### config.mk
export PLATFORM = sky130hd
export DESIGN_NAME = msr_front
export DESIGN_NICKNAME = d
export VERILOG_FILES = /design/src/msr_pkg.sv /design/src/msr_front.sv
export SDC_FILE = /design/constraint.sdc
export NUM_CORES = 1
export LEC_CHECK = 0
export BUFFER_PORTS_ARGS = -buffer_cell sky130_fd_sc_hd__buf_2
export CORE_ASPECT_RATIO = 1.5
export CORE_MARGIN = 2
export CORE_UTILIZATION = 35
export DETAILED_ROUTE_END_ITERATION = 16
export SLEW_MARGIN = 10
export SYNTH_ARGS = -nofsm -noshare
export SYNTH_HDL_FRONTEND = slang
export SYNTH_SLANG_ARGS = --single-unit
### constraint.sdc
create_clock -name i_clk -period 12.1 [get_ports i_clk]
set_clock_uncertainty 0.2 [all_clocks]
set_input_delay 2.42 -clock i_clk [delete_from_list [all_inputs] [get_ports i_clk]]
set_output_delay 2.42 -clock i_clk [all_outputs]
set_load 0.05 [all_outputs]
### src/msr_pkg.sv
// ----------------------------------------------------------------------------
// msr_pkg: shared types and constants of the MIDI scale remapper
// Word layouts, configuration indexes, message types and table entry format.
// ----------------------------------------------------------------------------
package msr_pkg;

    localparam int NOTE_COUNT    = 128;
    localparam int CHANNEL_COUNT = 16;
    localparam int KEY_W         = 7;
    localparam int CH_W          = 4;
    localparam int ADDR_W        = KEY_W + CH_W;
    localparam int TABLE_DEPTH   = NOTE_COUNT * CHANNEL_COUNT;
    localparam int QUEUE_DEPTH   = 2;
    localparam int TDATA_W       = 24;

    localparam int CFG_DATA_W  = 60;
    localparam int CFG_INDEX_W = 3;

    localparam logic [CFG_INDEX_W-1:0] CFG_CLASS_OFFSETS  = 3'd0;
    localparam logic [CFG_INDEX_W-1:0] CFG_ROOT_SHIFT     = 3'd1;
    localparam logic [CFG_INDEX_W-1:0] CFG_WRAP_ENABLE    = 3'd2;
    localparam logic [CFG_INDEX_W-1:0] CFG_FORCED_CHANNEL = 3'd3;
    localparam logic [CFG_INDEX_W-1:0] CFG_MUTED_CHANNEL  = 3'd4;

    // C major: white-key classes code 13 (no shift), black-key classes muted
    localparam logic [59:0] CLASS_OFFSETS_RESET = 60'd468832205210137613;

    localparam logic [3:0] MT_NOTE_OFF      = 4'h8;
    localparam logic [3:0] MT_NOTE_ON       = 4'h9;
    localparam logic [3:0] MT_POLY_PRESSURE = 4'hA;

    typedef struct packed {
        logic [59:0]       class_offsets;
        logic signed [6:0] root_shift;
        logic              wrap_enable;
        logic [4:0]        forced_channel;
        logic [4:0]        muted_channel;
    } t_cfg;

    typedef enum logic [2:0] {
        OP_PASS,       // no table access, emit as given
        OP_SET_EMIT,   // write pitch and channel, emit
        OP_SET_QUIET,  // write pitch and channel, no word out
        OP_KEEP_PITCH, // write channel only, emit
        OP_RELEASE     // read entry, restore identity, emit if not dropped
    } t_op;

    // pitch bit 7 marks a dropped note
    typedef struct packed {
        logic [7:0]      pitch;
        logic [CH_W-1:0] chan;
    } t_entry;

    typedef struct packed {
        t_op               op;
        logic [ADDR_W-1:0] addr;
        logic [7:0]        status;
        logic [KEY_W-1:0]  key;
        logic [6:0]        second;
        logic [7:0]        wpitch;
        logic [CH_W-1:0]   wchan;
    } t_item;

endpackage

### src/msr_front.sv
// ----------------------------------------------------------------------------
// msr_front: message classification and note shifting
// Two stages: class lookup and shift sum, then octave fold and queue item.
// ----------------------------------------------------------------------------
module msr_front
    import msr_pkg::*;
(
    input  logic               i_clk,
    input  logic               i_rst_n,
    input  t_cfg               i_cfg,
    input  logic               i_hold,
    input  logic               i_s_axis_tvalid,
    output logic               o_s_axis_tready,
    input  logic [TDATA_W-1:0] i_s_axis_tdata,
    input  logic               i_q_full,
    output logic               o_push,
    output t_item              o_item
);

    typedef enum logic [1:0] {K_PASS, K_ON, K_OFF, K_PRESS} t_kind;

    logic [7:0]       in_st;
    logic [KEY_W-1:0] in_key;
    logic [6:0]       in_sec;
    logic [12:0]      div_prod;
    logic [3:0]       cls_q;
    logic [6:0]       cls_rem;
    logic [3:0]       cls;
    logic [5:0]       code_lo;
    logic [4:0]       code;
    logic signed [8:0] sum;
    t_kind            kind;

    logic             r_f_valid;
    t_kind            r_f_kind;
    logic [7:0]       r_f_st;
    logic [KEY_W-1:0] r_f_key;
    logic [6:0]       r_f_sec;
    logic             r_f_mute;
    logic signed [8:0] r_f_n;

    logic signed [8:0] fold;
    logic             out_of_range;
    logic             drop_shift;
    logic [KEY_W-1:0] np;
    logic [CH_W-1:0]  in_ch;
    logic [CH_W-1:0]  tch;
    logic [CH_W-1:0]  mch;
    logic             mch_none;
    logic             discard;
    logic             f_pop;

    assign in_st  = i_s_axis_tdata[7:0];
    assign in_key = i_s_axis_tdata[14:8];
    assign in_sec = i_s_axis_tdata[21:15];

    // key / 12 as key * 43 >> 9, exact for keys up to 127
    always_comb begin
        div_prod = 13'({6'd0, in_key} * 13'd43);
        cls_q    = div_prod[12:9];
        cls_rem  = in_key - 7'({cls_q, 3'b000} + {1'b0, cls_q, 2'b00});
        cls      = cls_rem[3:0];
        code_lo  = {cls, 2'b00} + {2'b00, cls};
        code     = i_cfg.class_offsets[code_lo +: 5];
        sum      = 9'(i_cfg.root_shift) + $signed({2'b00, in_key})
                 + $signed({4'b0000, code}) - 9'sd13;
        if (in_st[7:4] == MT_NOTE_ON && in_sec != 7'd0) begin
            kind = K_ON;
        end else if (in_st[7:4] == MT_NOTE_OFF || in_st[7:4] == MT_NOTE_ON) begin
            kind = K_OFF;
        end else if (in_st[7:4] == MT_POLY_PRESSURE) begin
            kind = K_PRESS;
        end else begin
            kind = K_PASS;
        end
    end

    always_comb begin
        fold = r_f_n;
        for (int i = 0; i < 7; i++) begin
            if (fold < 9'sd0) begin
                fold = fold + 9'sd12;
            end else if (fold > 9'sd127) begin
                fold = fold - 9'sd12;
            end
        end
    end

    always_comb begin
        out_of_range = (r_f_n < 9'sd0) || (r_f_n > 9'sd127);
        drop_shift   = out_of_range && !i_cfg.wrap_enable;
        np           = fold[6:0];
        in_ch        = r_f_st[3:0];

        if (i_cfg.forced_channel == 5'd0) begin
            tch = in_ch;
        end else if (i_cfg.forced_channel > 5'd16) begin
            tch = 4'd15;
        end else begin
            tch = 4'(i_cfg.forced_channel - 5'd1);
        end
        mch_none = (i_cfg.muted_channel == 5'd0);
        if (i_cfg.muted_channel > 5'd16) begin
            mch = 4'd15;
        end else begin
            mch = 4'(i_cfg.muted_channel - 5'd1);
        end

        o_item.op     = OP_PASS;
        o_item.addr   = {r_f_key, in_ch};
        o_item.status = r_f_st;
        o_item.key    = r_f_key;
        o_item.second = r_f_sec;
        o_item.wpitch = {1'b0, r_f_key};
        o_item.wchan  = in_ch;
        discard       = 1'b0;

        case (r_f_kind)
            K_ON: begin
                if (r_f_mute && !mch_none) begin
                    o_item.op     = OP_KEEP_PITCH;
                    o_item.status = {MT_NOTE_ON, mch};
                    o_item.wchan  = mch;
                end else if (r_f_mute || drop_shift) begin
                    o_item.op     = OP_SET_QUIET;
                    o_item.wpitch = {1'b1, r_f_key};
                end else begin
                    o_item.op     = OP_SET_EMIT;
                    o_item.status = {MT_NOTE_ON, tch};
                    o_item.key    = np;
                    o_item.wpitch = {1'b0, np};
                    o_item.wchan  = tch;
                end
            end
            K_OFF: begin
                o_item.op = OP_RELEASE;
            end
            K_PRESS: begin
                discard       = r_f_mute || drop_shift;
                o_item.status = {MT_POLY_PRESSURE, tch};
                o_item.key    = np;
            end
            default: ;
        endcase
    end

    assign o_push          = r_f_valid && !discard && !i_q_full;
    assign f_pop           = r_f_valid && (discard || !i_q_full);
    assign o_s_axis_tready = !i_hold && (!r_f_valid || f_pop);

    always_ff @(posedge i_clk) begin
        if (!i_rst_n) begin
            r_f_valid <= 1'b0;
        end else if (o_s_axis_tready) begin
            r_f_valid <= i_s_axis_tvalid;
        end else if (f_pop) begin
            r_f_valid <= 1'b0;
        end
    end

    always_ff @(posedge i_clk) begin
        if (o_s_axis_tready && i_s_axis_tvalid) begin
            r_f_kind <= kind;
            r_f_st   <= in_st;
            r_f_key  <= in_key;
            r_f_sec  <= in_sec;
            r_f_mute <= (code == 5'd0);
            r_f_n    <= sum;
        end
    end

endmodule

==> impl_metrics.toml <==
[sta]
finalHoldViolCount = 0
rsz0062_at_grt = "no"
fmax_mhz = 85.7
setup_viol = 0
slew_violations = 0
period_share_pct = 96.4
holdWs_ps = 492
worst_pin_slew_ps = 881
fin_setup_tns_ps = 0
layout_min_cycle_time_ps = 11660
slew_headroom_pct = 41.2

[worst_hold_path]
worst_hold_startpoint = "r_f_valid"
worstHoldEndpoint = "r_f_valid"
hp-class = "flop to flop"
hold_path_depth = 3

[critical_path]
end_kind = "output port"
path_class = "flop to output port"
timing.rr.start = "r_f_n[2]"
cp_slowest_cell = "or4_1"
worst_r2r_path_depth = 9
start_kind = "flop"
r2r_end = "r_f_n[8]"
crit_fanout = 6
arrival_ps = 9040
required_ps = 9480
reg2reg_slack_ps = 8780
cp_slowest_stage_delay_ps = 530
worst_path_most_repeated_cell = "ha_1"

[synth]
yosysSeqAreaShare_pct = 13.2
yosys.cell_types.count = 102
synth_top_family_by_area = "compound AO/OA/AOI/OAI gates"
yosys.area.top_type_share_pct = 13.0
synth_simple_gate_area_share_pct = 19.8
synth_ff_type = "edfxtp_1"
synth_mux_area_share_pct = 17.4
synth_area_leader_cell = "edfxtp_1"
synthCells = 935
synthTopCellsByArea = "edfxtp_1 13%, ha_1 10%, mux2i_1 8.7%"
async_flop_share_pct = 0
synth_compound_area_share_pct = 23.8
syn_area_um2 = 7870
yosys.area_share.adder_pct = 13.6
ys_ff_latch = 35
syn-num-nets = 1120
syn_avg_cell_area_um2 = 8.41
synthXorXnorAreaFrac_pct = 4.79
synth_edf_count = 34
ys.warnings.count = 0

[floorplanning]
die_h_um = 188
initial_core_util_pct = 35.4
die_x_um = 126
io_pins = 157
die_area_um2 = 23700
core-area_um2 = 22200
rows = 67

[finish]
fillCellCount = 2252
fin_nets = 1275
antenna_cells = 0
drive_gt1_share_pct = 26.5
fin_util_pct = 42.0
area_growth_pct = 18.7

[routing]
drtAntennaViolNets = 0
vias = 7865
vias_per_cell = 5.75
routedWlPerCell_um = 17.2
wl_um = 23400
route.detailed.drc = 0
drtPass1Iterations = 5
dr.first_iter.drc_count = 354

[clocking]
clockBufferDepth = 2
clock_sinks = 35
cts_made_buffers = 5
clkLatencyLatePin_ps = 280
cts_tree = "yes"
cts_root_buf = "clkbuf_16"
htreeDepth = 2
cts.clk_slew.worst_paths_ps = 60

[placed_design]
place_hpwl_um = 19700
globalplace.congestion = 0.903
io_buffers = 154

[global_routing]
grt_usage_pct = 19.0
grt_max_degree = 57
grt_overflow = 0
grt_pass1_wl_um = 37600
grt_pass1_vias = 7607
antenna_found_initial = 1

[run]
cap_viol_max_count = 0

[run_status]
outcome = "complete, no violations"
## critical path: cells and delay by family, from the launching register on
kind | cells | cell delay, ps
adder cells (fa/ha/maj) | 6 | 1340
AND/OR/NAND/NOR | 12 | 3210
flip-flops | 1 | 390
XOR/XNOR | 2 | 580
buffers and inverters | 5 | 630
AO/OA/AOI/OAI | 10 | 2570
## routing by layer
layer | routed length (um) | vias to the layer above | track usage [%]
met1 | 8770 | 3728 | 20.6
met3 | 1070 | 59 | 2.08
met5 | 13 | - | 0
li1 | - | 3843 | -
met2 | 12600 | 233 | 36.7
met4 | 973 | 2 | 7.90
## flip-flops by register name (all words and copies together) (netlist names)
name / count
r_f_n: 9
r_f_st: 8
r_f_key: 7
r_f_sec: 7
r_f_kind: 2
r_f_mute: 1
r_f_valid: 1
## logic make-up after synthesis
logic type,after synthesis
multiplexers,100
buffers and inverters,140
adder cells (fa/ha/maj),78
AO/OA/AOI/OAI,244
flip-flops,35
AND/OR/NAND/NOR,298
XOR/XNOR,40
## repair_timing
item | CTS | global route
pin swaps | 4 | 10
buffers inserted | 2 | 2
hold buffers | 0 | 0
setup endpoints to repair | 3 | 10
gates resized for setup | 9 | 10
## layout by cell type (no fill, tap or decap), drive strengths merged, types with 5 or more instances in the layout
cell / n
nand3b: 7
or3: 10
o211ai: 9
o21ai: 30
o31ai: 9
clkbuf: 6
a311oi: 8
xnor2: 33
ha: 65
edfxtp: 34
a21oi: 47
nor4: 13
a211o: 7
mux2i: 68
and2: 21
o32ai: 6
buf: 194
nand3: 19
mux4: 29
inv: 92
a221oi: 6
a211oi: 21
a31oi: 18
xor2: 7
nand4: 14
and3: 7
a21o: 14
nor3: 24
or2: 7
nand2b: 11
a22oi: 5
fa: 13
nand2: 85
o221ai: 6
nor2: 55
o21a: 5
nor2b: 9
## cell type report
class	instances	area (um2)	area share (%)
multi-input combinational	760	6330	67.8
timing repair buffer	195	1100	11.8
sequential	35	1040	11.2
inverter	93	349	3.74
tap	276	345	3.70
clock buffer	5	125	1.34
clock inverter	3	43.8	0.469
## cells in the mapped netlist, types with 9 or more instances
master	number
clkbuf_1	21
or3_1	9
nor2b_1	9
and2_1	20
inv_1	87
nand4_1	14
nor4_1	12
a31oi_1	17
a21oi_1	45
nor3_1	22
mux2i_1	68
fa_1	13
xnor2_1	31
a211oi_1	18
nand2_1	84
nand2b_1	11
ha_1	65
edfxtp_1	34
nand3_1	18
mux4_2	29
buf_1	9
o21ai_0	22
nor2_1	54
a21o_1	14
## through the flow
step / std cells / setup WS (ps) / cell area (um2)
2_1_floorplan: 935 / 38.8 / 7870
3_3_place_gp: 1355 / 280 / 9070
3_5_place_dp: 1355 / 275 / 9070
4_1_cts: 1365 / 39.6 / 9290
5_1_grt: 1367 / 32.7 / 9340
6_report: 1367 / 437 / 9340
## how the worst max path moves through the flow
stage | startpoint | slack [ps] | endpoint | depth (start not counted)
2_1_floorplan | r_f_n[2] | 40 | o_item[6] | 37
3_3_place_gp | r_f_n[2] | 280 | o_item[7] | 38
3_5_place_dp | r_f_n[2] | 270 | o_item[7] | 38
4_1_cts | r_f_n[2] | 40 | o_item[7] | 37
5_1_grt | r_f_n[2] | 30 | o_item[7] | 38
6_report | r_f_n[2] | 440 | o_item[25] | 35
Power is not shown: default switching activity piles up to over one toggle a cycle in this logic, so the estimate is an artifact.
