<file path="src/msr_pkg.sv">
// ----------------------------------------------------------------------------
// msr_pkg: shared types and constants of the MIDI scale remapper
// Word layouts, configuration indexes, message types and table entry format.
// ----------------------------------------------------------------------------
package msr_pkg;

    localparam int NOTE_COUNT    = 128;
    localparam int CHANNEL_COUNT = 16;
    localparam int KEY_W         = 7;
    localparam int CH_W          = 4;
    localparam int ADDR_W        = KEY_W + CH_W;
    localparam int TABLE_DEPTH   = NOTE_COUNT * CHANNEL_COUNT;
    localparam int QUEUE_DEPTH   = 2;
    localparam int TDATA_W       = 24;

    localparam int CFG_DATA_W  = 60;
    localparam int CFG_INDEX_W = 3;

    localparam logic [CFG_INDEX_W-1:0] CFG_CLASS_OFFSETS  = 3'd0;
    localparam logic [CFG_INDEX_W-1:0] CFG_ROOT_SHIFT     = 3'd1;
    localparam logic [CFG_INDEX_W-1:0] CFG_WRAP_ENABLE    = 3'd2;
    localparam logic [CFG_INDEX_W-1:0] CFG_FORCED_CHANNEL = 3'd3;
    localparam logic [CFG_INDEX_W-1:0] CFG_MUTED_CHANNEL  = 3'd4;

    // C major: white-key classes code 13 (no shift), black-key classes muted
    localparam logic [59:0] CLASS_OFFSETS_RESET = 60'd468832205210137613;

    localparam logic [3:0] MT_NOTE_OFF      = 4'h8;
    localparam logic [3:0] MT_NOTE_ON       = 4'h9;
    localparam logic [3:0] MT_POLY_PRESSURE = 4'hA;

    typedef struct packed {
        logic [59:0]       class_offsets;
        logic signed [6:0] root_shift;
        logic              wrap_enable;
        logic [4:0]        forced_channel;
        logic [4:0]        muted_channel;
    } t_cfg;

    typedef enum logic [2:0] {
        OP_PASS,       // no table access, emit as given
        OP_SET_EMIT,   // write pitch and channel, emit
        OP_SET_QUIET,  // write pitch and channel, no word out
        OP_KEEP_PITCH, // write channel only, emit
        OP_RELEASE     // read entry, restore identity, emit if not dropped
    } t_op;

    // pitch bit 7 marks a dropped note
    typedef struct packed {
        logic [7:0]      pitch;
        logic [CH_W-1:0] chan;
    } t_entry;

    typedef struct packed {
        t_op               op;
        logic [ADDR_W-1:0] addr;
        logic [7:0]        status;
        logic [KEY_W-1:0]  key;
        logic [6:0]        second;
        logic [7:0]        wpitch;
        logic [CH_W-1:0]   wchan;
    } t_item;

endpackage

</file>
<file path="src/msr_cfg_regs.sv">
// ----------------------------------------------------------------------------
// msr_cfg_regs: configuration registers
// Write-only register file; index selects one of five registers.
// ----------------------------------------------------------------------------
module msr_cfg_regs
    import msr_pkg::*;
(
    input  logic                   i_clk,
    input  logic                   i_rst_n,
    input  logic                   i_cfg_we,
    input  logic [CFG_INDEX_W-1:0] i_cfg_index,
    input  logic [CFG_DATA_W-1:0]  i_cfg_data,
    output t_cfg                   o_cfg
);

    t_cfg r_cfg;

    always_ff @(posedge i_clk) begin
        if (!i_rst_n) begin
            r_cfg.class_offsets  <= CLASS_OFFSETS_RESET;
            r_cfg.root_shift     <= 7'sd0;
            r_cfg.wrap_enable    <= 1'b0;
            r_cfg.forced_channel <= 5'd0;
            r_cfg.muted_channel  <= 5'd0;
        end else if (i_cfg_we) begin
            case (i_cfg_index)
                CFG_CLASS_OFFSETS:  r_cfg.class_offsets  <= i_cfg_data[59:0];
                CFG_ROOT_SHIFT:     r_cfg.root_shift     <= $signed(i_cfg_data[6:0]);
                CFG_WRAP_ENABLE:    r_cfg.wrap_enable    <= i_cfg_data[0];
                CFG_FORCED_CHANNEL: r_cfg.forced_channel <= i_cfg_data[4:0];
                CFG_MUTED_CHANNEL:  r_cfg.muted_channel  <= i_cfg_data[4:0];
                default: ;
            endcase
        end
    end

    assign o_cfg = r_cfg;

endmodule

</file>
<file path="config.mk">
export PLATFORM = sky130hd
export DESIGN_NAME = msr_cfg_regs
export DESIGN_NICKNAME = d
export VERILOG_FILES = /design/src/msr_pkg.sv /design/src/msr_cfg_regs.sv
export SDC_FILE = /design/constraint.sdc
export NUM_CORES = 1
export LEC_CHECK = 0
export ABC_AREA = 1
export CAP_MARGIN = 20
export CORE_MARGIN = 5
export CORE_UTILIZATION = 59
export CTS_BUF_LIST = sky130_fd_sc_hd__clkbuf_2
export DETAILED_ROUTE_END_ITERATION = 16
export DONT_BUFFER_PORTS = 1
export PLACE_DENSITY_LB_ADDON = 0.12
export REMOVE_ABC_BUFFERS = 1
export SYNTH_ARGS = -nofsm -noshare
export SYNTH_HDL_FRONTEND = slang
export SYNTH_SLANG_ARGS = --single-unit
</file>
<file path="constraint.sdc">
create_clock -name i_clk -period 1.2 [get_ports i_clk]
set_clock_uncertainty 0.2 [all_clocks]
set_input_delay 0.06 -clock i_clk [delete_from_list [all_inputs] [get_ports i_clk]]
set_output_delay 0.06 -clock i_clk [all_outputs]
set_load 0.05 [all_outputs]
</file>
==> results_dict.tcl, run 1 <==
set metrics [dict create \
    status "aborted with a tool error" \
    haltStage "4_1_cts" \
    first-error "[ERROR DPL-0038] Utilization greater than 100%, impossible to legalize" \
    ctsHoldBuffers 64 \
    yosysSeqAreaShare_pct 49.15 \
    ys_types 14 \
    cts_buffer_depth 2 \
    syn_inst 457 \
    fp.dieH_um 83.38 \
    cts_root_buf "clkbuf_2" \
    initial_core_util_pct 61.42 \
    cts.repair.resized 215 \
    syn-cell-area_um2 3177 \
    post_cts_buffers 5 \
    port_buffers 0 \
    dp_hpwl_um 5526 \
    die_x_um 83.38 \
    htreeDepth 3 \
    dp_worst_setup_slack_ns 0.1541 \
    ys_warn_count 0 \
    io_pins 144 \
    placementRows 26 \
    cts-buffers-inserted 9 \
    syn_area_per_cell_um2 6.951 \
    cts.sinks 78 \
    synth_seq_cells 78 \
    routabilityCongestion 0.8053 \
]
cell usage after synthesis:
master / number / area share [%]
nor2_1: 118 / 14
clkbuf_1: 1 / 0.12
nor2_4: 3 / 1.1
buf_2: 13 / 2.0
buf_1: 4 / 0.47
nand2_1: 104 / 12
buf_4: 2 / 0.47
inv_2: 2 / 0.24
inv_1: 46 / 5.4
nand2_2: 1 / 0.20
a21oi_1: 1 / 0.16
dfxtp_1: 78 / 49
nand3_1: 78 / 12
buf_6: 6 / 2.1
cell families after synthesis:
group	share of synthesized area [%]
and+or+nand+nor	39.78
DFF	49.15
buffers and inverters	10.91
AOI/OAI and AO/OA	0.1574
per-stage QoR:
stage | area [µm²] | hold WS (ns) | cells | util (%) | setup TNS (ns)
3_5_place_dp | 3786 | -0.04134 | 586 | 73.20 | 0
3_3_place_gp | 3786 | -0.04532 | 586 | 73.20 | 0
2_1_floorplan | 3010 | -0.05540 | 431 | - | -16.59
==> run 2, diff against run 1 <==
Settings changed: CORE_UTILIZATION 59 to 40, CTS_BUF_LIST sky130_fd_sc_hd__clkbuf_2 to unset, PLACE_DENSITY_LB_ADDON 0.12 to 0.15.
==> run 2 against run 1 <==
The flow now finishes, with violations (hold timing, setup timing). Synthesized cell count did not move. Synthesized area did not move.
==> results_dict.tcl, run 2 <==
set metrics [dict create \
    status "finished, violations left" \
    violations "hold timing, setup timing" \
    power.density_nw_per_um2 1196 \
    fp.dieH_um 99.12 \
    p_total_mw 6.435 \
    syn-cell-area_um2 3177 \
    syn_area_per_cell_um2 6.951 \
    routedWlPerCell_um 14.88 \
    rrSetupSlack_ns 0.37 \
    dp_hpwl_um 5800 \
    synthTopCellsByCount "nor2_1, nand2_1, dfxtp_1, nand3_1, inv_1" \
    yosysTopAreaCell "dfxtp_1" \
    final_common_cell "nor2_1" \
    grt_overflow 0 \
    vdd_drop_max_v 0.0008733 \
    area_growth_pct 69.36 \
    initial_core_util_pct 41.11 \
    r2r-start "o_cfg[77]" \
    vias 3506 \
    core-area_um2 7727 \
    critPathRequiredTime_ns 1.25 \
    clk_pin_slew_worst_paths_ns 0.08 \
    synth.area.top_cells "dfxtp_1, nor2_1, nand3_1" \
    grt_usage_pct 19.54 \
    die_area_um2 9824 \
    ys_warn_count 0 \
    cts_root_buf "clkbuf_8" \
    finalMaxSlewViolations 0 \
    ys_async_sr_fraction_pct 0 \
    ys_types 14 \
    min_to "o_cfg[12]" \
    r2r_end "o_cfg[77]" \
    cts_tree "yes" \
    finalSetupViolations 3 \
    hp-start "i_rst_n" \
    antenna_left 0 \
    hold_slack_ns -0.1871 \
    antenna_found_initial 0 \
    n_antenna_cell 0 \
    grt_pass1_vias 3299 \
    arrival_ns 1.25 \
    finalCritPeriodShare_pct 100.7 \
    critPathCaptureType "flip-flop" \
    utilization_pct 69.62 \
    dr.pass1.iters 4 \
    drt_iter0_markers 98 \
    cts.sinks 78 \
    yosysSeqAreaShare_pct 49.15 \
    final-instance-count-excl-fill 740 \
    r2r_cells 2 \
    nets 699 \
    drc_errors 0 \
    synth_seq_cells 78 \
    relSlewSlack_pct 80.86 \
    grt_pass1_wl_um 15710 \
    port_buffers 0 \
    worstSetupPathType "input port to flip-flop" \
    power.leakage_nw 2.779 \
    syn_inst 457 \
    hold_violations 43 \
    cap_violations 0 \
    clkLatencyLatePin_ns 0.34 \
    rsz0062_at_grt "true" \
    vias_per_cell 4.738 \
    cts_buffer_depth 2 \
    cp-start-kind "input port" \
    cp_max_fo 10 \
    placementRows 32 \
    grt_max_degree 45 \
    io_pins 144 \
    finalWirelength_um 11010 \
    placedCellCount 619 \
    synth.most_common_cell "nor2_1" \
    drive_above_1_share_pct 18.50 \
    min_period_ns 1.208 \
    routabilityCongestion 0.8280 \
    final_cell_mix "nor2_1, nand2_1, nand3_1, dfxtp_1, dlygate4sd3_1" \
    worstMarginPinSlew_ns 0.2868 \
    setup_ws_ns -0.007841 \
    whs_path_depth 3 \
    fmax_ghz 0.8279 \
    htreeDepth 3 \
    cts-buffers-inserted 9 \
    largest_reg_flops 78 \
    hp-class "input port to flip-flop" \
    synth_top_area_share_pct 49.15 \
    die_x_um 99.12 \
    synth-edff-count 0 \
    synth_ff_type "dfxtp_1" \
]
[run 2: cell families after synthesis]
family | synth area share (%)
buffers and inverters | 10.91
flip-flops | 49.15
AO/OA/AOI/OAI | 0.1574
AND/OR/NAND/NOR | 39.78
[run 2: report_power, final]
part	internal (mW)	leakage (nW)	switching [mW]	total, mW
logic	0.550	2.02	0.695	1.24
registers	2.68	0.636	0.0563	2.73
clock network	1.50	0.122	0.960	2.46
[run 2: metal layers]
| metal | up-vias | track usage, % | part of all wire (%) |
|---|---|---|---|
| li1 | 1735 | - | - |
| met1 | 1633 | 22.30 | 37 |
| met2 | 119 | 33.47 | 52 |
| met3 | 19 | 7.433 | 8.4 |
| met4 | 0 | 6.723 | 1.8 |
| met5 | - | 0 | 0 |
[run 2: repair_timing]
item	CTS	global route
hold buffers	77	27
setup buffers	0	2
setup endpoints to repair	0	60
gates resized for setup	0	58
hold endpoints to repair	78	62
[run 2: through the flow]
step | worst slack [ns] | instance area (µm²) | hold WS (ns) | setup TNS [ns]
global placement | 0.1697 | 3834 | -0.04168 | 0
floorplan | -0.5246 | 3010 | -0.05540 | -16.59
global route | -0.07263 | 5380 | -0.1663 | -0.3326
detailed placement | 0.1313 | 3834 | -0.03970 | 0
CTS | 0.01012 | 4871 | -0.2247 | 0
finish | -0.007841 | 5380 | -0.1871 | -0.02037
[run 2: layout make-up]
cell class	count	area, µm²
multi-input cells	305	1271
fillers	635	2347
inverters	48	180.2
flip-flops and latches	78	1564
repair buffers	191	1981
well taps	102	127.6
clock inverters	5	105.1
clock buffers	11	151.4
[run 2: worst max-delay path by stage]
stage,startpoint,end,slack (ns)
final,i_cfg_we,o_cfg[50],-0.008
after global routing,i_cfg_we,o_cfg[50],-0.07
after CTS,o_cfg[2],o_cfg[2],0.01
after detailed placement,i_cfg_index[2],o_cfg[37],0.13
after global placement,i_cfg_index[2],o_cfg[50],0.17
after floorplan,i_cfg_we,o_cfg[18],-0.52
[run 2: worst max-delay path, stage by stage]
cell           delay, ns
inv_1               0.04
nor2_4              0.12
buf_12              0.14
buf_12              0.14
nand3_1             0.08
nand2_1             0.06
dlygate4sd3_1       0.55
nor2_1              0.05
(Power assumes the default switching activity.)
==> run 3, diff against run 2 <==
Settings changed: CELL_PAD_IN_SITES_DETAIL_PLACEMENT set to 0, CELL_PAD_IN_SITES_GLOBAL_PLACEMENT set to 2, CORE_UTILIZATION 40 to 32.
==> run 3 against run 2 <==
The flow still finishes with violations (hold timing, setup timing). Sequential power about the same. Total power decreased by 5.2%. Global-route usage decreased by 2.5 points. Count of clock-buffer cells in the layout decreased by 2. Clock power decreased by 11%. Die area increased by 22%. Cell area decreased by 1.0%. Largest cell class unchanged.
==> results_dict.tcl, run 3 (synthesis results as in run 2) <==
set metrics [dict create \
    hp-class "input port to flip-flop" \
    arrival_ns 1.27 \
    status "finished, violations left" \
    cts_tree "yes" \
    violations "hold timing, setup timing" \
    clk_pin_slew_worst_paths_ns 0.08 \
    die_x_um 109.6 \
    drc_errors 0 \
    initial_core_util_pct 32.65 \
    hold_violations 52 \
    final_cell_mix "nor2_1, nand2_1, nand3_1, dlygate4sd3_1, dfxtp_1" \
    cp-startpoint "i_cfg_we" \
    finalCritPeriodShare_pct 102.4 \
    r2r-start "o_cfg[17]" \
    setup_ws_ns -0.02821 \
    area_growth_pct 67.66 \
    fp.dieH_um 109.6 \
    placementRows 36 \
    ctsHoldBuffers 87 \
    power.leakage_nw 2.599 \
    final_cell_area_um2 5326 \
    critPathCaptureType "flip-flop" \
    dr.pass1.iters 4 \
    hold_slack_ns -0.1829 \
    worstMarginPinSlew_ns 0.3737 \
    critPathRequiredTime_ns 1.25 \
    cp_max_fo 8 \
    vdd_drop_max_v 0.0006221 \
    p_total_mw 6.103 \
    relSlewSlack_pct 74.99 \
    cts.sinks 78 \
    grt_pass1_wl_um 16090 \
    nets 690 \
    die_area_um2 12020 \
    min_period_ns 1.228 \
    cp-start-kind "input port" \
    cap_violations 0 \
    antenna_found_initial 0 \
    io_pins 144 \
    grt_pass1_vias 3342 \
    finalSetupViolations 6 \
    routabilityCongestion 0.7457 \
    cts_root_buf "clkbuf_8" \
    port_buffers 0 \
    routedWlPerCell_um 13.98 \
    rsz0062_at_grt "true" \
    grt_max_degree 44 \
    cts-buffers-inserted 9 \
    fmax_ghz 0.8142 \
    clkLatencyLatePin_ns 0.34 \
    finalMaxSlewViolations 0 \
    vias_per_cell 4.427 \
    drt_iter0_markers 147 \
    hp-start "i_rst_n" \
    dp_hpwl_um 6049 \
    placed_cell_area_um2 3880 \
    htreeDepth 3 \
    grt_usage_pct 17.05 \
    drive_above_1_share_pct 20.51 \
    final_common_cell "nor2_1" \
    grt_overflow 0 \
    power.density_nw_per_um2 1146 \
    finalWirelength_um 10650 \
    fillerInstances 967 \
    utilization_pct 54.75 \
    n_antenna_cell 0 \
    vias 3373 \
    antenna_left 0 \
    core-area_um2 9729 \
    worstSetupPathType "input port to flip-flop" \
    cts_buffer_depth 2 \
    largest_reg_flops 78 \
]
==> run 3: cell count changes in the layout (fill, tap and decap cells not counted), moves of 3 or more <==
cell / previous run / this run
dlymetal6s4s_1: 26 / 8
buf_6: 27 / 40
buf_4: 56 / 47
clkbuf_16: 2 / 5
dfxtp_1: 76 / 73
dfxtp_2: 2 / 5
dlygate4sd3_1: 72 / 75
==> run 3: report_power, final <==
part | internal [mW] | switching, mW | total (mW)
combinational | 0.519 | 0.660 | 1.18
sequential | 2.68 | 0.0566 | 2.74
clock | 1.18 | 1.01 | 2.19
total | 4.38 | 1.73 | 6.10
==> run 3: metal layers <==
layer  share of wire [%]  GRT usage, %  vias to the layer above
met2                  49         29.77                      101
met4                 1.1         3.918                        0
met1                  42         19.86                     1530
met5                   0             0                        -
met3                 7.8         6.283                        8
li1                    -             -                     1734
==> run 3: through the flow <==
| step | setup TNS [ns] | setup WS [ns] | std cells | hold WS [ns] |
|---|---|---|---|---|
| final | -0.07176 | -0.02821 | 762 | -0.1829 |
| after global routing | -0.5945 | -0.04725 | 762 | -0.2099 |
| after CTS | 0 | 0.0006044 | 754 | -0.2182 |
| after detailed placement | 0 | 0.1558 | 651 | -0.03578 |
| after global placement | 0 | 0.1499 | 651 | -0.03904 |
| after floorplan | -16.59 | -0.5246 | 431 | -0.05540 |
==> run 3: cell type report <==
type	instances	area (µm²)	area share, %
Multi-Input combinational cell	305	1277	23.98
Clock buffer	9	123.9	2.326
Clock inverter	7	96.34	1.809
Timing Repair Buffer	182	1914	35.94
Sequential cell	78	1568	29.43
Tap cell	133	166.4	3.124
Inverter	48	180.2	3.383
==> run 3: repair_timing <==
| action | CTS | global route |
|---|---|---|
| resized for setup | 4 | 52 |
| buffers inserted | 0 | 4 |
| setup endpoints to repair | 4 | 110 |
| pin swaps | 0 | 4 |
| gates cloned | 0 | 7 |
| endpoints found under the hold margin | 78 | 49 |
==> run 3: worst max-delay path, cell delays in order <==
cell	delay (ns)
inv_1	0.04
nor2_4	0.13
buf_4	0.16
clkbuf_16	0.16
nand3_1	0.06
nand2_1	0.07
dlygate4sd3_1	0.55
nor2_1	0.04
==> run 3: final timing paths <==
kind                to  slack, ns  depth (start not counted)
max          o_cfg[25]      -0.03                          8
min          o_cfg[21]      -0.18                          2
max reg2reg  o_cfg[17]       0.38                          2
min reg2reg  o_cfg[43]       0.28                          2
