==> src/msr_pkg.sv <==
// ----------------------------------------------------------------------------
// msr_pkg: shared types and constants of the MIDI scale remapper
// Word layouts, configuration indexes, message types and table entry format.
// ----------------------------------------------------------------------------
package msr_pkg;

    localparam int NOTE_COUNT    = 128;
    localparam int CHANNEL_COUNT = 16;
    localparam int KEY_W         = 7;
    localparam int CH_W          = 4;
    localparam int ADDR_W        = KEY_W + CH_W;
    localparam int TABLE_DEPTH   = NOTE_COUNT * CHANNEL_COUNT;
    localparam int QUEUE_DEPTH   = 2;
    localparam int TDATA_W       = 24;

    localparam int CFG_DATA_W  = 60;
    localparam int CFG_INDEX_W = 3;

    localparam logic [CFG_INDEX_W-1:0] CFG_CLASS_OFFSETS  = 3'd0;
    localparam logic [CFG_INDEX_W-1:0] CFG_ROOT_SHIFT     = 3'd1;
    localparam logic [CFG_INDEX_W-1:0] CFG_WRAP_ENABLE    = 3'd2;
    localparam logic [CFG_INDEX_W-1:0] CFG_FORCED_CHANNEL = 3'd3;
    localparam logic [CFG_INDEX_W-1:0] CFG_MUTED_CHANNEL  = 3'd4;

    // C major: white-key classes code 13 (no shift), black-key classes muted
    localparam logic [59:0] CLASS_OFFSETS_RESET = 60'd468832205210137613;

    localparam logic [3:0] MT_NOTE_OFF      = 4'h8;
    localparam logic [3:0] MT_NOTE_ON       = 4'h9;
    localparam logic [3:0] MT_POLY_PRESSURE = 4'hA;

    typedef struct packed {
        logic [59:0]       class_offsets;
        logic signed [6:0] root_shift;
        logic              wrap_enable;
        logic [4:0]        forced_channel;
        logic [4:0]        muted_channel;
    } t_cfg;

    typedef enum logic [2:0] {
        OP_PASS,       // no table access, emit as given
        OP_SET_EMIT,   // write pitch and channel, emit
        OP_SET_QUIET,  // write pitch and channel, no word out
        OP_KEEP_PITCH, // write channel only, emit
        OP_RELEASE     // read entry, restore identity, emit if not dropped
    } t_op;

    // pitch bit 7 marks a dropped note
    typedef struct packed {
        logic [7:0]      pitch;
        logic [CH_W-1:0] chan;
    } t_entry;

    typedef struct packed {
        t_op               op;
        logic [ADDR_W-1:0] addr;
        logic [7:0]        status;
        logic [KEY_W-1:0]  key;
        logic [6:0]        second;
        logic [7:0]        wpitch;
        logic [CH_W-1:0]   wchan;
    } t_item;

endpackage

==> src/msr_queue.sv <==
// ----------------------------------------------------------------------------
// msr_queue: item queue between front and back
// Small circular buffer; DEPTH of at least 2.
// ----------------------------------------------------------------------------
module msr_queue
    import msr_pkg::*;
#(
    parameter int DEPTH = QUEUE_DEPTH
)(
    input  logic  i_clk,
    input  logic  i_rst_n,
    input  logic  i_push,
    input  t_item i_item,
    output logic  o_full,
    input  logic  i_pop,
    output t_item o_head,
    output logic  o_empty
);

    localparam int PTR_W = $clog2(DEPTH);
    localparam int CNT_W = $clog2(DEPTH + 1);

    t_item            r_slot [DEPTH];
    logic [PTR_W-1:0] r_wr_ptr;
    logic [PTR_W-1:0] r_rd_ptr;
    logic [CNT_W-1:0] r_count;

    assign o_full  = (r_count == CNT_W'(DEPTH));
    assign o_empty = (r_count == '0);
    assign o_head  = r_slot[r_rd_ptr];

    always_ff @(posedge i_clk) begin
        if (!i_rst_n) begin
            r_wr_ptr <= '0;
            r_rd_ptr <= '0;
            r_count  <= '0;
        end else begin
            if (i_push) begin
                r_wr_ptr <= (r_wr_ptr == PTR_W'(DEPTH - 1)) ? '0 : r_wr_ptr + 1'b1;
            end
            if (i_pop) begin
                r_rd_ptr <= (r_rd_ptr == PTR_W'(DEPTH - 1)) ? '0 : r_rd_ptr + 1'b1;
            end
            if (i_push && !i_pop) begin
                r_count <= r_count + 1'b1;
            end else if (i_pop && !i_push) begin
                r_count <= r_count - 1'b1;
            end
        end
    end

    always_ff @(posedge i_clk) begin
        if (i_push) begin
            r_slot[r_wr_ptr] <= i_item;
        end
    end

endmodule

==> config.mk <==
export PLATFORM = sky130hd
export DESIGN_NAME = msr_queue
export DESIGN_NICKNAME = d
export VERILOG_FILES = /design/src/msr_pkg.sv /design/src/msr_queue.sv
export SDC_FILE = /design/constraint.sdc
export NUM_CORES = 1
export LEC_CHECK = 0
export BUFFER_PORTS_ARGS = -buffer_cell sky130_fd_sc_hd__buf_4
export CAP_MARGIN = 0
export CORE_ASPECT_RATIO = 0.5
export CORE_MARGIN = 1
export CORE_UTILIZATION = 55
export CTS_CLUSTER_SIZE = 16
export DETAILED_ROUTE_END_ITERATION = 10
export GPL_TIMING_DRIVEN = 0
export PLACE_DENSITY = 0.83
export SLEW_MARGIN = 0
export SYNTH_ARGS = -nofsm -noshare
export SYNTH_HDL_FRONTEND = slang
export SYNTH_SLANG_ARGS = --single-unit
==> constraint.sdc <==
create_clock -name i_clk -period 7.5 [get_ports i_clk]
set_input_delay 1.5 -clock i_clk [delete_from_list [all_inputs] [get_ports i_clk]]
set_output_delay 1.5 -clock i_clk [all_outputs]
set_load 0.05 [all_outputs]
==> run metrics, run 1 <==
core area 6260 um2; share of layout cells above drive strength 1 slightly below 60%; starting density of the core 58.9%; Die W approximately 120 um; Syn Area/Cell 21.5 um2; worst clock skew 0.00434 ns; All-Layer GR Usage between 10% and 20%; vias in the first global route 1940; drt pass-1 iters 4; DR DRC count 0; chip height around 60 um; kind of critical path flip-flop to output pin; Final Critical Period around 3.1 ns; most frequent CP cell buf_4; Crit Reg-Reg Endpoint r_slot[0][14]; Critical Path Source Type flip-flop; critical path's largest stage delay between 0.3 and 0.4 ns; Worst Slack Setup Final 4.40 ns; synthesized flop and latch total 101; first-pass GRT wire length about 9500 um; Gate Count Post-Synth ~170; die area between 7000 and 8000 um2; Slowest cell on crit path mux2_2; f_max 0.323 GHz; VDD IR max about 0.17 mV; synth top area cells edfxtp_1 78%, mux2_2 15%, dfxtp_1 2.7%; routability cong. 0.677; Worst-Margin Slew 0.514 ns; Slew HR 65.7%; synth unique cells 18; cell total after placement 362; WHS Path Cells 2; Hold EP r_count[1]; initial antenna violation count 0; non-filler cells, final approximately 380; Antenna diodes 0; top cell type's share of synthesized area just under 80%; Place WS 4.75 ns; htree depth 3; Worst Path Buf+Inv 3; RSZ-0062 raised after global routing no; TritonCTS buffer count 9; DR vias about 1900; total setup buffers inserted after CTS 0; CTS sink cnt 101; max-cap violation count 0; worst reg2reg setup slack 6.11 ns; Max FO, Critical Path 10; Fillers 348; io pins 102; Clock transition at path regs around 0.060 ns; PD cells ~270 nW/um2; gr ovfl total 0; largest area contributor in the netlist edfxtp_1; Post-CTS Hold Buffers 0; CTS tree yes; Hold Fails Final Rpt 0; post-synthesis sequential area ratio approximately four fifths; Tcrit/Tclk final between 40% and 50%; hold crit path type flip-flop to flip-flop; Worst EP required roughly 6 ns; FP Rows 20; area of the multi-input gates 664 um2; clk_lat worst skew roughly 0.33 ns; Root Buffer clkbuf_16; CP endpoint kind output pin; # setup viols final 0; FF/Latch Area 2980 um2; setup TNS 0 ns; synthesized area 3680 um2; Final nets approximately 340; arrival time worst endpoint 1.60 ns; wirelength, routed 6150 um; worst reg-to-reg path cell count 2; WL/cell 16.3 um; Reg-to-Reg Start r_wr_ptr; Via-to-Cell Ratio 4.92; Area growth, synth to finish 31.8%; Critical Path, Cell by Cell buf_4 > buf_6 > mux2_2 > buf_4; clock buffer depth 2; final slew viol count 0; Final ANT Viol Nets 0; Hold Path Origin r_count[1]; Critical Path Stages 4; Synth Net Count 224; # resized after CTS 0; status finished, final reports clean; PortBufs 101; post-DP HPWL 4080 um; total power around 0.0013 W; Largest delay share family, worst path buffers and inverters; Ys Warns 0; P_leak 1.84 nW; Starting DRT DRC Count 88; pin count of the biggest net entering global routing 38
metal layers:
metal | part of all wire [%] | track usage (%)
met1 | 39 | 20.5
met2 | 54 | 34.8
met3 | 4.0 | 5.63
met4 | 2.0 | 10.6
met5 | 0 | 0
worst reg2reg max path, cell delays in order (launching register included):
cell	delay [ns]
dfxtp_1	0.34
nor2b_4	0.44
buf_12	0.29
kinds of logic (layout without fill, tap and decap cells):
group / count (synthesis) / count (layout) / share of synthesized area (%)
compound gates: 3 / 3 / 0.544
xor+xnor: 3 / 3 / 0.714
fa+ha+maj: 1 / 1 / 0.340
buf+inv: 6 / 125 / 1.19
flops: 101 / 101 / 81.0
mux: 48 / 48 / 14.7
simple gates: 9 / 9 / 1.53
state kept, by name, indices dropped and copies added (netlist names), named ones only:
register  flops
r_slot       96
r_rd_ptr      1
r_wr_ptr      1
r_count       2
power breakdown:
group	switching, W	total, W	internal, W
logic	0.000155	0.000245	0.0000902
registers	0.00000841	0.000659	0.000651
clock network	0.000174	0.000396	0.000222
total	0.000337	0.00130	0.000963
Yosys cell counts:
cell type  count
nor2_1         1
mux2_2        48
buf_2          2
a21boi_1       1
o21ai_0        1
and2b_2        1
ha_1           1
or3_1          1
edfxtp_1      96
nor2b_1        2
buf_6          2
and2_1         4
buf_4          1
xor2_1         2
xnor2_1        1
dfxtp_1        5
inv_1          1
o21a_1         1
cell type report:
cell class                 count  area share [%]
multi-input combinational     64            13.7
timing repair buffer         103            16.5
buffer                         5           0.825
clock inverter                 3           0.258
inverter                       1          0.0774
clock buffer                  13            4.95
tap                           88            2.27
sequential                   101            61.5
through the flow:
stage / utilization, % / area [um2] / hold slack, ns
detailed placement: 73.5 / 4600 / 0.552
global route: 77.6 / 4850 / 0.601
global placement: 72.7 / 4550 / 0.476
finish: 77.6 / 4850 / 0.560
floorplan: - / 3680 / 0.466
CTS: 77.6 / 4850 / 0.569
worst max path at each step:
stage	endpoint
4_1_cts	o_head[20]
5_1_grt	o_head[17]
2_1_floorplan	r_slot[0][0]
6_report	o_head[20]
3_5_place_dp	o_head[20]
3_3_place_gp	r_slot[0][17]
cell usage in the layout (no fill, tap or decap), types with 2 or more instances in the layout:
| cell | synthesis | final |
|---|---|---|
| mux2_2 | 48 | 48 |
| buf_2 | 2 | 2 |
| edfxtp_1 | 96 | 96 |
| xor2_1 | 2 | 2 |
| clkbuf_1 | 0 | 4 |
| and2_1 | 4 | 3 |
| dfxtp_1 | 5 | 5 |
| clkbuf_16 | 0 | 9 |
| buf_6 | 2 | 2 |
| buf_4 | 1 | 102 |
| clkinv_1 | 0 | 2 |
| buf_12 | 0 | 2 |
Note: power is estimated with default switching activity, not from simulation.
==> run 2, diff against run 1 <==
--- a/config.mk
+++ b/config.mk
@@ -5,15 +5,16 @@
 export SDC_FILE = /design/constraint.sdc
 export NUM_CORES = 1
 export LEC_CHECK = 0
+export ABC_AREA = 1
 export BUFFER_PORTS_ARGS = -buffer_cell sky130_fd_sc_hd__buf_4
 export CAP_MARGIN = 0
 export CORE_ASPECT_RATIO = 0.5
 export CORE_MARGIN = 1
-export CORE_UTILIZATION = 55
+export CORE_UTILIZATION = 47
 export CTS_CLUSTER_SIZE = 16
 export DETAILED_ROUTE_END_ITERATION = 10
 export GPL_TIMING_DRIVEN = 0
-export PLACE_DENSITY = 0.83
+export PLACE_DENSITY = 0.76
 export SLEW_MARGIN = 0
 export SYNTH_ARGS = -nofsm -noshare
 export SYNTH_HDL_FRONTEND = slang
==> constraint.sdc (replaced) <==
create_clock -name i_clk -period 2.8 [get_ports i_clk]
set_input_delay 0.56 -clock i_clk [delete_from_list [all_inputs] [get_ports i_clk]]
set_output_delay 0.56 -clock i_clk [all_outputs]
set_load 0.05 [all_outputs]
==> run 2 against run 1 <==
Critical path depth is the same. Largest cell class unchanged. Setup slack lost 3.7 ns. Wire length grew 3.9%. Sequential share of layout area shrank 1.7 points. Non-clock buffer count is the same. Final area grew 2.9%. Highest routed layer unchanged. Critical path type unchanged. Critical endpoint unchanged.
==> run metrics, run 2 <==
Critical Path Source Type flip-flop; FP Rows 22; gr ovfl total 0; Worst-Margin Slew 0.637 ns; Final ANT Viol Nets 0; clock buffer depth 2; top-count cell post-synth edfxtp_1; DR vias 1953; Clock transition at path regs about 0.06 ns; Max FO, Critical Path 10; drt pass-1 iters 4; starting density of the core 50.0%; vias in the first global route 2029; synthesized area 3770 um2; hold crit path type primary input to flip-flop; Via-to-Cell Ratio 4.75; synth top area cells edfxtp_1 76%, mux2_2 8.4%, mux2_4 8.0%; Post-synth ARST share 0%; post-synthesis sequential area ratio around four fifths; io pins 102; Root Buffer clkbuf_16; worst clock skew 0.00460 ns; PortBufs 101; Gate Count Post-Synth 184; Post-Synth Adder-Cell Area 0.332%; first-pass GRT wire length 9810 um; RSZ-0062 raised after global routing no; Most flops, register r_slot; CP endpoint kind output pin; Worst EP required 2.24 ns; Synth Area in XOR/XNOR 0%; Slew HR roughly 57%; Fin Hold WS 0.402 ns; pin count of the biggest net entering global routing 40; CTS tree yes; simple-gate area share of the yosys netlist 1.99%; total setup buffers inserted after CTS 0; Hold Path Origin i_item[29]; Final nets between 300 and 400; post-DP HPWL 4440 um; total power 0.00354 W; Critical Path, Cell by Cell buf_6 > buf_6 > mux2_4 > buf_4; core area between 7000 and 8000 um2; PD cells 708 nW/um2; Area growth, synth to finish 32.4%; post-synthesis compound-gate area fraction 0.266%; Final Critical Period 2.13 ns; status finished, final reports clean; most common cell after layout, fill and taps aside buf_4; ys flop type edfxtp_1; share of layout cells above drive strength 1 ~56%; kind of critical path flip-flop to output pin; max reg flops 96; synthesized flop and latch total around 100; critical path's largest stage delay approximately 0.36 ns; Ys Warns 0; Antenna diodes 0; routability cong. 0.727; Synth Net Count about 240; most frequent CP cell buf_6; Largest regs r_slot x96, r_count x2; CTS sink cnt 101; Reg-to-Reg Start r_wr_ptr; Tcrit/Tclk final between 70% and 80%; wirelength, routed between 6000 and 7000 um; Hold Fails Final Rpt 0; die area 8410 um2; Die W 129 um; VDD IR max 0.436 mV; Post-CTS Hold Buffers 0; top cell type's share of synthesized area 76.5%; synth unique cells 14; P_leak 1.96 nW; Starting DRT DRC Count roughly 130; setup TNS 0 ns; max-cap violation count 0; TritonCTS buffer count 9; largest area contributor in the netlist edfxtp_1; clk_lat worst skew 0.33 ns; post-layout util 66.2%; # resized after CTS 0; WL/cell about 16 um; Syn Area/Cell roughly 20 um2; htree depth 3; f_max between 0.4 and 0.5 GHz; All-Layer GR Usage about 16%; Slowest cell on crit path dfxtp_1; arrival time worst endpoint 1.57 ns; largest family of logic cells by synthesized area multiplexers; DR DRC count 0; chip height 65.3 um; Post-synth EDFFs 96; commonest non-fill, non-tap cells in the layout 101 x buf_4, 96 x edfxtp_1, 28 x mux2_2, 20 x mux2_4, 9 x clkbuf_16; # setup viols final 0; initial antenna violation count 0; Synth top cells by count 96 x edfxtp_1, 28 x mux2_2, 20 x mux2_4; final slew viol count 0; mux contribution to synthesized area 16.3%
[run 2: cell count changes in the layout (fill, tap and decap cells not counted), sizes merged, moves of 2 or more]
cell	change
nor2b	-2
clkbuf	-4
nand2	+8
clkinv	+3
nor2	+8
inv	+7
and2	-4
xor2	-2
[run 2: cells by family (layout without fill, tap and decap cells)]
group / Yosys count / count (layout)
muxes: 48 / 48
and+or+nand+nor: 19 / 19
DFF: 101 / 101
AOI/OAI and AO/OA: 2 / 2
buffers and inverters: 13 / 132
adders and majority gates: 1 / 1
[run 2: layout make-up]
cell class	count	area, um2
Sequential cell	101	2980
Fill cell	544	2550
Timing Repair Buffer	103	798
Multi-Input combinational cell	70	721
Clock buffer	9	225
Tap cell	108	135
Clock inverter	7	56.3
Buffer	5	43.8
Inverter	8	30.0
[run 2: path summary, 6_finish.rpt]
check | to | slack [ns] | depth (start not counted)
hold / removal | r_slot[0][29] | 0.40 | 1
hold reg to reg | r_rd_ptr | 0.51 | 2
setup reg to reg | r_slot[0][22] | 1.31 | 2
setup / recovery | o_head[20] | 0.67 | 4
[run 2: power breakdown]
group	switching (W)	leakage, nW	internal (W)
registers	0.0000224	0.943	0.00174
clock network	0.000490	0.141	0.000678
logic	0.000376	0.878	0.000226
[run 2: metrics by stage]
step | instance area, um2 | instances | worst slack (ns)
after floorplan | 3770 | 184 | 0.555
after global placement | 4670 | 393 | -0.142
after detailed placement | 4710 | 395 | 0.944
after CTS | 4990 | 411 | 0.646
after global routing | 4990 | 411 | 0.601
final | 4990 | 411 | 0.672
[run 2: routing by layer]
metal,vias up,part of all wire [%],GRT usage [%]
li1,927,-,-
met1,972,39,17.0
met2,46,55,30.4
met3,8,4.5,5.05
met4,0,1.6,7.50
met5,-,0,0
[run 2: critical path, delay by kind of cell, from the launching register on]
kind,cells,cell delay (ns)
buffers and inverters,3,0.55
flip-flops,1,0.36
multiplexers,1,0.32
==> run 3, diff against run 2 <==
--- a/config.mk
+++ b/config.mk
@@ -10,11 +10,11 @@
 export CAP_MARGIN = 0
 export CORE_ASPECT_RATIO = 0.5
 export CORE_MARGIN = 1
-export CORE_UTILIZATION = 47
+export CORE_UTILIZATION = 52
 export CTS_CLUSTER_SIZE = 16
 export DETAILED_ROUTE_END_ITERATION = 10
 export GPL_TIMING_DRIVEN = 0
-export PLACE_DENSITY = 0.76
+export PLACE_DENSITY = 0.79
 export SLEW_MARGIN = 0
 export SYNTH_ARGS = -nofsm -noshare
 export SYNTH_HDL_FRONTEND = slang
==> constraint.sdc (replaced) <==
create_clock -name i_clk -period 2 [get_ports i_clk]
set_input_delay 0.4 -clock i_clk [delete_from_list [all_inputs] [get_ports i_clk]]
set_output_delay 0.4 -clock i_clk [all_outputs]
set_load 0.05 [all_outputs]
==> run 3 against run 2 <==
Count of clock-buffer cells in the layout grew 1. Sequential share of layout area down 0.37 points. Critical path depth is the same. Final area up 0.63%. Clock skew is 0.0010 ns lower. Sequential cell count unchanged. Final cell count is 2.7% lower. Largest power group unchanged. Clock power rose by 41%.
==> run metrics, run 3 (synthesized netlist as in run 2, its figures left out) <==
status finished, final reports clean; TritonCTS buffer count 9; Worst-Margin Slew between 0.5 and 0.6 ns; htree depth 3; kind of critical path flip-flop to output pin; CP Capture Point o_head[10]; clk_lat worst skew approximately 0.34 ns; drt pass-1 iters 4; gr ovfl total 0; setup TNS 0 ns; worst clock skew 0.00357 ns; Die W around 120 um; DR DRC count 0; commonest non-fill, non-tap cells in the layout 106 x buf_4, 96 x edfxtp_1, 28 x mux2_2, 20 x mux2_4, 9 x clkbuf_16; Worst EP required 1.60 ns; FP Rows 21; CTS tree yes; cell total after placement 378; Root Buffer clkbuf_16; starting density of the core 55.2%; f_max 0.517 GHz; chip height about 62 um; arrival time worst endpoint 1.53 ns; io pins 102; post-DP HPWL around 4100 um; Via-to-Cell Ratio 4.84; share of layout cells above drive strength 1 57.5%; Antenna diodes 0; CTS sink cnt 101; # setup viols final 0; first-pass GRT wire length approximately 9900 um; worst reg-to-reg path cell count 2; Design Area, Final 5020 um2; pin count of the biggest net entering global routing 49; Slew HR a little under two thirds; hold crit path type primary input to flip-flop; core area 6830 um2; clock buffer depth 2; Largest regs r_slot x96, r_count x2; vias in the first global route 2110; max-cap violation count 0; Area growth, synth to finish 33.3%; final slew viol count 0; non-filler cells, final 400; DR vias between 1500 and 2000; routability cong. 0.637; most common cell after layout, fill and taps aside buf_4; PD cells 990 nW/um2; Final ANT Viol Nets 0; P_leak 1.99 nW; PortBufs 101; Starting DRT DRC Count between 100 and 150; CP endpoint kind output pin; VDD IR max slightly above 0.6 mV; Reg-to-Reg Start r_wr_ptr; Final nets 356; placed cell areas 4670 um2; Max FO, Critical Path 10; Final Critical Period 1.93 ns; Tcrit/Tclk final between 90 and 100%; All-Layer GR Usage 17.8%; Critical Path Source Type flip-flop; Most flops, register r_slot; die area 7610 um2; Clock transition at path regs around 0.060 ns; max reg flops 96; worst reg2reg setup slack roughly 0.58 ns; Hold Fails Final Rpt 0; WL/cell 15.7 um; initial antenna violation count 0; Crit Reg-Reg Endpoint r_slot[0][22]; wirelength, routed about 6300 um
[run 3: how the worst min path moves through the flow]
stage,slack [ns],to,cells after the start,startpoint
finish,0.25,r_slot[0][20],1,i_item[20]
global route,0.23,r_slot[1][11],1,i_item[11]
CTS,0.24,r_slot[1][28],1,i_item[28]
detailed placement,0.54,r_wr_ptr,2,r_wr_ptr
global placement,0.48,r_rd_ptr,2,r_rd_ptr
floorplan,0.46,flip-flop,2,r_rd_ptr
[run 3: repair_timing]
action,4_1_cts,5_1_grt
gates resized for setup,0,4
hold buffers,0,0
setup buffers,0,5
setup endpoints to repair,0,24
[run 3: per-layer routing]
layer / global-route usage, % / vias to the layer above / wire length, um
li1: - / 938 / -
met1: 18.8 / 943 / 2400
met2: 32.5 / 44 / 3490
met3: 6.43 / 9 / 298
met4: 6.40 / 0 / 75
met5: 0 / - / 0
[run 3: cell type report]
| type | count | area, um2 |
|---|---|---|
| sequential | 101 | 2980 |
| fill | 447 | 1810 |
| timing repair buffer | 108 | 836 |
| multi-input combinational | 70 | 721 |
| clock buffer | 10 | 229 |
| tap | 92 | 115 |
| buffer | 5 | 56.3 |
| clock inverter | 6 | 53.8 |
| inverter | 8 | 30.0 |
[run 3: power breakdown]
group          switching (W)  leakage, nW  internal (W)  total, W
Combinational       0.000525        0.906      0.000330  0.000855
Clock               0.000690        0.143      0.000956   0.00165
Sequential         0.0000314        0.943       0.00244   0.00247
Total                0.00125         1.99       0.00373   0.00497
[run 3: metrics by stage]
step | util, % | power (W) | hold slack, ns | setup WS (ns)
after global routing | 73.5 | 0.00514 | 0.229 | -0.00226
after detailed placement | 68.4 | 0.00336 | 0.545 | -0.0408
after CTS | 72.5 | 0.00499 | 0.235 | 0.0108
after global placement | 68.1 | 0.00333 | 0.477 | -0.396
after floorplan | - | 0.00308 | 0.463 | 0.191
final | 73.5 | 0.00497 | 0.245 | 0.0653
[run 3: critical path, stage by stage (launching register included)]
cell	delay, ns
dfxtp_1	0.37
buf_6	0.16
buf_8	0.16
mux2_4	0.31
buf_4	0.19
